[config.mk]
export PLATFORM = sky130hd
export DESIGN_NAME = single_word_extended_gcd
export DESIGN_NICKNAME = d
export VERILOG_FILES = /design/src/design/sweg_pkg.sv /design/src/design/sweg_dp.sv /design/src/design/sweg_ctrl.sv /design/src/design/single_word_extended_gcd.sv
export VERILOG_INCLUDE_DIRS = /design/src /design/src/design
export SDC_FILE = /design/constraint.sdc
export NUM_CORES = 2
export LEC_CHECK = 0
export BUFFER_PORTS_ARGS = -buffer_cell sky130_fd_sc_hd__buf_2
export CAP_MARGIN = 20
export CORE_AREA = 2 2 440 442
export CTS_CLUSTER_DIAMETER = 80
export CTS_CLUSTER_SIZE = 14
export DETAILED_ROUTE_END_ITERATION = 7
export DIE_AREA = 0 0 442 444
export SLEW_MARGIN = 20
export SYNTH_ARGS = -nofsm -noshare
export SYNTH_HDL_FRONTEND = slang
export SYNTH_HIERARCHICAL = 1
export SYNTH_SLANG_ARGS = --single-unit
[constraint.sdc]
create_clock -name i_clk -period 61.9 [get_ports i_clk]
set_clock_uncertainty 0.05 [all_clocks]
set_input_delay 3.095 -clock i_clk [delete_from_list [all_inputs] [get_ports i_clk]]
set_output_delay 3.095 -clock i_clk [all_outputs]
set_load 0.005 [all_outputs]
[src/design/single_word_extended_gcd_assert.svh]
// Assertion macros for the extended gcd block
`ifndef SINGLE_WORD_EXTENDED_GCD_ASSERT_SVH
`define SINGLE_WORD_EXTENDED_GCD_ASSERT_SVH
// implication checked each clock outside reset
`define SWEG_ASSERT_IMP(label, ante, cons) \
    label: assert property (@(posedge i_clk) disable iff (!i_rst_n) (ante) |-> (cons)) \
        else $error("assertion failed");
// next-cycle implication
`define SWEG_ASSERT_NXT(label, ante, cons) \
    label: assert property (@(posedge i_clk) disable iff (!i_rst_n) (ante) |=> (cons)) \
        else $error("assertion failed");
`endif

[src/design/sweg_pkg.sv]
// ----------------------------------------------------------------------------
// sweg_pkg
// Shared types for the extended gcd controller and datapath.
// ----------------------------------------------------------------------------
package sweg_pkg;
    typedef enum logic [2:0] {
        CMD_NONE,
        CMD_LOAD,
        CMD_STEP,
        CMD_DIV_START,
        CMD_DIV_ITER,
        CMD_DIV_APPLY
    } t_cmd;

    typedef struct packed {
        logic rb_zero;
        logic rb_next;
        logic small_q;
        logic div_done;
    } t_status;
endpackage

[src/design/sweg_dp.sv]
// ----------------------------------------------------------------------------
// sweg_dp
// Remainder and cofactor registers with a subtraction step, a restoring
// divider and a serial quotient multiplier.
// ----------------------------------------------------------------------------
module sweg_dp #(
    parameter int W = 64
) (
    input  logic              i_clk,
    input  logic              i_rst_n,
    input  sweg_pkg::t_cmd    i_cmd,
    input  logic [W-1:0]      i_x,
    input  logic [W-1:0]      i_y,
    output sweg_pkg::t_status o_status,
    output logic [W-1:0]      o_ra,
    output logic [W-1:0]      o_sa,
    output logic [W-1:0]      o_ta
);
    import sweg_pkg::*;
    localparam int CW = $clog2(W + 1);

    logic [W-1:0]  r_ra, r_rb, r_sa, r_sb, r_ta, r_tb;
    logic [W-1:0]  r_q, r_rem, r_num, r_ps, r_pt;
    logic [CW-1:0] r_cnt;
    logic          r_mul;
    logic [W-1:0]  d, rb2, rb4, qsb, qtb, r_s;
    logic [W:0]    trial;
    logic [W-1:0]  rem_sh;

    always_comb begin
        d   = r_ra - r_rb;
        rb2 = {r_rb[W-2:0], 1'b0};
        rb4 = {r_rb[W-3:0], 2'b00};
        if (d < r_rb) begin
            qsb = r_sb;
            qtb = r_tb;
            r_s = d;
        end else if (d < rb2) begin
            qsb = {r_sb[W-2:0], 1'b0};
            qtb = {r_tb[W-2:0], 1'b0};
            r_s = d - r_rb;
        end else begin
            qsb = r_sb + {r_sb[W-2:0], 1'b0};
            qtb = r_tb + {r_tb[W-2:0], 1'b0};
            r_s = d - rb2;
        end
        rem_sh = {r_rem[W-2:0], r_num[W-1]};
        trial  = {r_rem[W-1], rem_sh} - {1'b0, r_rb};
    end

    always_ff @(posedge i_clk) begin
        if (!i_rst_n) begin
            r_cnt <= '0;
            r_mul <= 1'b0;
        end else begin
            unique case (i_cmd)
                CMD_LOAD: begin
                    if (i_y > i_x) begin
                        r_ra <= i_y; r_rb <= i_x;
                        r_sa <= '0;  r_sb <= W'(1);
                        r_ta <= W'(1); r_tb <= '0;
                    end else begin
                        r_ra <= i_x; r_rb <= i_y;
                        r_sa <= W'(1); r_sb <= '0;
                        r_ta <= '0;  r_tb <= W'(1);
                    end
                    if (i_x[W-1] && i_y[W-1]) begin
                        r_ra <= (i_y > i_x) ? i_x : i_y;
                        r_rb <= (i_y > i_x) ? i_y - i_x : i_x - i_y;
                        r_sa <= (i_y > i_x) ? W'(1) : '0;
                        r_sb <= (i_y > i_x) ? '1 : W'(1);
                        r_ta <= (i_y > i_x) ? '0 : W'(1);
                        r_tb <= (i_y > i_x) ? W'(1) : '1;
                    end
                end
                CMD_STEP: begin
                    r_ra <= r_rb; r_rb <= r_s;
                    r_sa <= r_sb; r_sb <= r_sa - qsb;
                    r_ta <= r_tb; r_tb <= r_ta - qtb;
                end
                CMD_DIV_START: begin
                    r_num <= r_ra; r_rem <= '0; r_q <= '0;
                    r_cnt <= CW'(W); r_mul <= 1'b0;
                end
                CMD_DIV_ITER: begin
                    if (!r_mul) begin
                        r_num <= {r_num[W-2:0], 1'b0};
                        if (!trial[W]) begin
                            r_rem <= trial[W-1:0]; r_q <= {r_q[W-2:0], 1'b1};
                        end else begin
                            r_rem <= rem_sh; r_q <= {r_q[W-2:0], 1'b0};
                        end
                        if (r_cnt == CW'(1)) begin
                            r_mul <= 1'b1; r_cnt <= CW'(W);
                            r_ps <= '0; r_pt <= '0;
                        end else begin
                            r_cnt <= r_cnt - CW'(1);
                        end
                    end else begin
                        r_ps <= {r_ps[W-2:0], 1'b0} + (r_q[W-1] ? r_sb : '0);
                        r_pt <= {r_pt[W-2:0], 1'b0} + (r_q[W-1] ? r_tb : '0);
                        r_q  <= {r_q[W-2:0], 1'b0};
                        r_cnt <= r_cnt - CW'(1);
                    end
                end
                CMD_DIV_APPLY: begin
                    r_ra <= r_rb; r_rb <= r_rem;
                    r_sa <= r_sb; r_sb <= r_sa - r_ps;
                    r_ta <= r_tb; r_tb <= r_ta - r_pt;
                    r_mul <= 1'b0;
                end
                default: ;
            endcase
        end
    end

    assign o_status.rb_zero  = (r_rb == '0);
    assign o_status.rb_next  = r_rb[W-2];
    assign o_status.small_q  = (r_ra < rb4);
    assign o_status.div_done = r_mul && (r_cnt == '0);
    assign o_ra = r_ra;
    assign o_sa = r_sa;
    assign o_ta = r_ta;
endmodule

[src/design/sweg_ctrl.sv]
// ----------------------------------------------------------------------------
// sweg_ctrl
// Sequencer for the gcd steps and the output register handshake.
// ----------------------------------------------------------------------------
`include "single_word_extended_gcd_assert.svh"
module sweg_ctrl (
    input  logic              i_clk,
    input  logic              i_rst_n,
    input  logic              i_valid,
    output logic              o_stall,
    output logic              o_valid,
    input  logic              i_stall,
    input  sweg_pkg::t_status i_status,
    output sweg_pkg::t_cmd    o_cmd,
    output logic              o_capture
);
    import sweg_pkg::*;
    typedef enum logic [2:0] {S_IDLE, S_HIGH, S_LOW, S_DIV, S_DONE} t_state;
    t_state r_state, n_state;
    logic   r_ovalid;

    always_comb begin
        n_state   = r_state;
        o_cmd     = CMD_NONE;
        o_capture = 1'b0;
        unique case (r_state)
            S_IDLE: if (i_valid) begin
                o_cmd = CMD_LOAD; n_state = S_HIGH;
            end
            S_HIGH: begin
                if (i_status.rb_next) o_cmd = CMD_STEP;
                else n_state = S_LOW;
            end
            S_LOW: begin
                if (i_status.rb_zero) n_state = S_DONE;
                else if (i_status.small_q) o_cmd = CMD_STEP;
                else begin
                    o_cmd = CMD_DIV_START; n_state = S_DIV;
                end
            end
            S_DIV: begin
                if (i_status.div_done) begin
                    o_cmd = CMD_DIV_APPLY; n_state = S_LOW;
                end else o_cmd = CMD_DIV_ITER;
            end
            S_DONE: if (!r_ovalid || !i_stall) begin
                o_capture = 1'b1; n_state = S_IDLE;
            end
            default: n_state = S_IDLE;
        endcase
    end

    always_ff @(posedge i_clk) begin
        if (!i_rst_n) begin
            r_state  <= S_IDLE;
            r_ovalid <= 1'b0;
        end else begin
            r_state <= n_state;
            if (o_capture) r_ovalid <= 1'b1;
            else if (!i_stall) r_ovalid <= 1'b0;
        end
    end

    assign o_stall = (r_state != S_IDLE);
    assign o_valid = r_ovalid;

    `SWEG_ASSERT_IMP(a_cap_done, o_capture, r_state == S_DONE)
    `SWEG_ASSERT_NXT(a_valid_hold, o_valid && i_stall, o_valid)
    `SWEG_ASSERT_IMP(a_load_idle, o_cmd == CMD_LOAD, r_state == S_IDLE && i_valid)
endmodule

[src/design/single_word_extended_gcd.sv]
// ----------------------------------------------------------------------------
// single_word_extended_gcd
// Extended gcd of two words with cofactors, g = a*x - b*y.
// Throughput: one transaction at a time; a new one enters after the result
// has moved to the output register. Set by the shared divider and multiplier.
// Reset: synchronous active low, clears sequencer and output valid.
// ----------------------------------------------------------------------------
module single_word_extended_gcd #(
    parameter int WORD_BITS = 64
) (
    input  logic        i_clk,
    input  logic        i_rst_n,
    input  logic        i_valid,
    output logic        o_stall,
    input  logic [63:0] i_x,
    input  logic [63:0] i_y,
    output logic        o_valid,
    input  logic        i_stall,
    output logic [63:0] o_gcd,
    output logic signed [63:0] o_coef_a,
    output logic signed [63:0] o_coef_b
);
    import sweg_pkg::*;
    t_cmd    cmd;
    t_status status;
    logic    capture;
    logic [WORD_BITS-1:0] ra, sa, ta, tneg;
    logic [63:0] r_gcd, r_a, r_b;

    sweg_ctrl u_ctrl (
        .i_clk, .i_rst_n, .i_valid, .o_stall, .o_valid, .i_stall,
        .i_status(status), .o_cmd(cmd), .o_capture(capture)
    );

    sweg_dp #(.W(WORD_BITS)) u_dp (
        .i_clk, .i_rst_n, .i_cmd(cmd),
        .i_x(i_x[WORD_BITS-1:0]), .i_y(i_y[WORD_BITS-1:0]),
        .o_status(status), .o_ra(ra), .o_sa(sa), .o_ta(ta)
    );

    assign tneg = '0 - ta;

    always_ff @(posedge i_clk) begin
        if (capture) begin
            r_gcd <= 64'(ra);
            r_a   <= 64'(signed'(sa));
            r_b   <= 64'(signed'(tneg));
        end
    end

    assign o_gcd    = r_gcd;
    assign o_coef_a = r_a;
    assign o_coef_b = r_b;
endmodule

==> metrics <==
sequential fraction of the synthesis area=0.316; worst stage delay on the critical path=700 ps; Max FO, Critical Path=67; share of post-route cells with drive strength above 1=0.0671; Pre-antenna DRT Iters=7; clock root buffer=clkbuf_16; area grow syn2layout=7.25%; global route overflow=0; latest clock arrival within the worst-skew pair=790 ps; CTS resizes=0; Slew HR=0.108; EDFF count, synth=896; most instantiated cells after synthesis=a21oi_1, nand2_1, edfxtp_1; setup_tns=0 ps; CP endpoint kind=flip-flop; antenna viol nets, final=0; DR vias=80,500; CTS max path bufs=3; first-pass GRT wire length=475,000 um; Final period util=0.207; vias in the first global route=74,500; synth warn=6; Iteration-0 DRC Markers=9,472; share of synthesized registers carrying an async set or reset=0; leak pwr=38.3 nW; Port-buffer cells=325; Fin. Hold Viols=0; # hold bufs at CTS=0; synthesized area per cell=8.41 um^2; core area=0.192 mm^2; Routed wire per std cell=25.1 um; worst vdd ir=0.0000363 V; initial antenna violation count=21; CTS tree=built; P per Cell Area=40.2 mW/mm^2; Clock Sinks=908; gr usage total=0.313; FP Rows=161; syn_nets=11,200; Synth area leader=edfxtp_1; DRC viols=0; Syn Inst Count=10,200; Nets=11,100; Worst setup SP type=flip-flop; fmax=78.2 MHz; clk slew on worst S/H paths=70 ps; Synth top area share=0.313; status=finished, final reports clean; Die Span Y=444 um; Setup CP Type=reg -> reg; Hold Path Cell Cnt=0; Worst EP required=62,350 ps; Initial Utilization=0.448; Synth Cell Area=0.0859 mm^2; Setup-failing EPs final=0; pin count of the biggest net entering global routing=170; Post-CTS Setup Inserts=0; critical path's top delay family=compound AO/OA/AOI/OAI gates; Placer Congestion=1.01; Final Critical Period=12,800 ps; Overall Power=3.70 mW; die extent in x=442 um; RSZ-0062 raised after global routing=no; Post-DP HPWL=247,000 um; Cell variety after synth=118; Crit path arrival time=13,250 ps; CP max stage cell=buf_4; Boundary Pins=326; Buf/Inv on CP=3; Worst-Margin Slew=1320 ps; Synth area leaders=edfxtp_1, ha_1, a21oi_1, nand2_1, a21o_1; Routed Wire Length=321,000 um; H-tree level count=3; count leader, synth=a21oi_1; Critical Path Most Common Cell=o21ai_0; HP Class=reg -> reg; die area=0.196 mm^2; Slew Viols, Final=0; via/cell ratio=6.31; Synth Register Bits=908; R2R depth=44; maxcap violations=0; CTS buffer count=90; Post-synth top flop=edfxtp_1; Critical Path Stages=44
[final timing paths]
check / to / slack (ps) / startpoint
hold reg to reg: o_coef_a[11] / 420 / u_dp/o_sa[11]
hold / removal: o_coef_a[11] / 420 / u_dp/o_sa[11]
setup / recovery: u_dp/r_sb[58] / 49100 / u_dp/r_rb[0]
setup reg to reg: u_dp/r_sb[58] / 49100 / u_dp/r_rb[0]
[cell usage in the layout, fill, tap and decap left out, types with 42 or more instances in the layout]
cell,n
nor4_1,61
o211ai_1,100
a211oi_1,153
and3_1,74
or3_1,62
o221ai_1,42
buf_2,326
o21ai_0,678
clkbuf_16,91
nor2_1,770
nand3_1,158
nor3_1,139
a311oi_1,78
buf_4,68
o31ai_1,50
edfxtp_1,896
xnor2_1,403
o21a_1,91
inv_1,378
and2_1,363
a21o_1,506
nor2b_1,119
nand4_1,161
a31oi_1,99
nand2_1,1124
o21bai_1,141
xor2_1,280
a21oi_1,1210
ha_1,823
nand2b_1,98
[logic make-up (layout without fill, tap and decap cells)]
family | after synthesis | after routing | synth area share
AO/OA/AOI/OAI | 3542 | 3542 | 0.260
AND/OR/NAND/NOR | 3298 | 3298 | 0.185
buffers and inverters | 912 | 922 | 0.0417
flip-flops | 908 | 908 | 0.316
adder cells (fa/ha/maj) | 836 | 836 | 0.123
XOR/XNOR | 686 | 686 | 0.0701
multiplexers | 31 | 31 | 0.00383
other | 0 | 12 | 0
[stage by stage]
step / worst slack, ps / utilization / hold slack (ps) / instance area, um^2 / cells
floorplan: 28440 / - / 376 / 85900 / 10200
global route: 48530 / 0.481 / 432 / 92100 / 12800
global placement: 49280 / 0.466 / 413 / 89300 / 12600
detailed placement: 49140 / 0.466 / 412 / 89300 / 12600
finish: 49100 / 0.481 / 422 / 92100 / 12800
CTS: 49050 / 0.481 / 429 / 92100 / 12700
[metal layers]
layer / global-route usage / share of wire / vias up
met4: 0.0842 / 0.027 / 10
met2: 0.461 / 0.42 / 3502
met1: 0.465 / 0.47 / 39000
met5: 0 / 0.00019 / -
met3: 0.0571 / 0.091 / 399
li1: - / - / 37600
[area by class of cell]
| class | instances | area (um^2) |
|---|---|---|
| diodes | 12 | 30.0 |
| clock buffers | 100 | 2310 |
| clock inverters | 43 | 425 |
| fillers | 18500 | 99500 |
| inverters | 381 | 1430 |
| multi-input cells | 8393 | 55400 |
| flip-flops and latches | 908 | 27100 |
| well taps | 2526 | 3160 |
| repair buffers | 398 | 2220 |
[flip-flops by register name, indices dropped and copies added (netlist names)]
| signal | cells |
|---|---|
| u_dp/r_sb | 64 |
| o_coef_b | 64 |
| u_ctrl/r_state | 3 |
| u_dp/r_q | 64 |
| u_dp/r_rb | 64 |
| u_dp/r_mul | 1 |
| u_dp/r_ps | 64 |
| u_ctrl/o_valid | 1 |
| o_coef_a | 64 |
| o_gcd | 64 |
| u_dp/r_num | 64 |
| u_dp/r_pt | 64 |
| u_dp/r_cnt | 7 |
| u_dp/o_ta | 64 |
| u_dp/r_rem | 64 |
| u_dp/r_tb | 64 |
| u_dp/o_sa | 64 |
| u_dp/o_ra | 64 |
[report_power, final]
part / internal [mW] / switching, mW / leakage (nW)
Combinational: 0.856 / 1.50 / 28.2
Sequential: 0.734 / 0.0570 / 8.76
Clock: 0.281 / 0.270 / 1.33
Note: power is estimated with default switching activity, not from simulation.
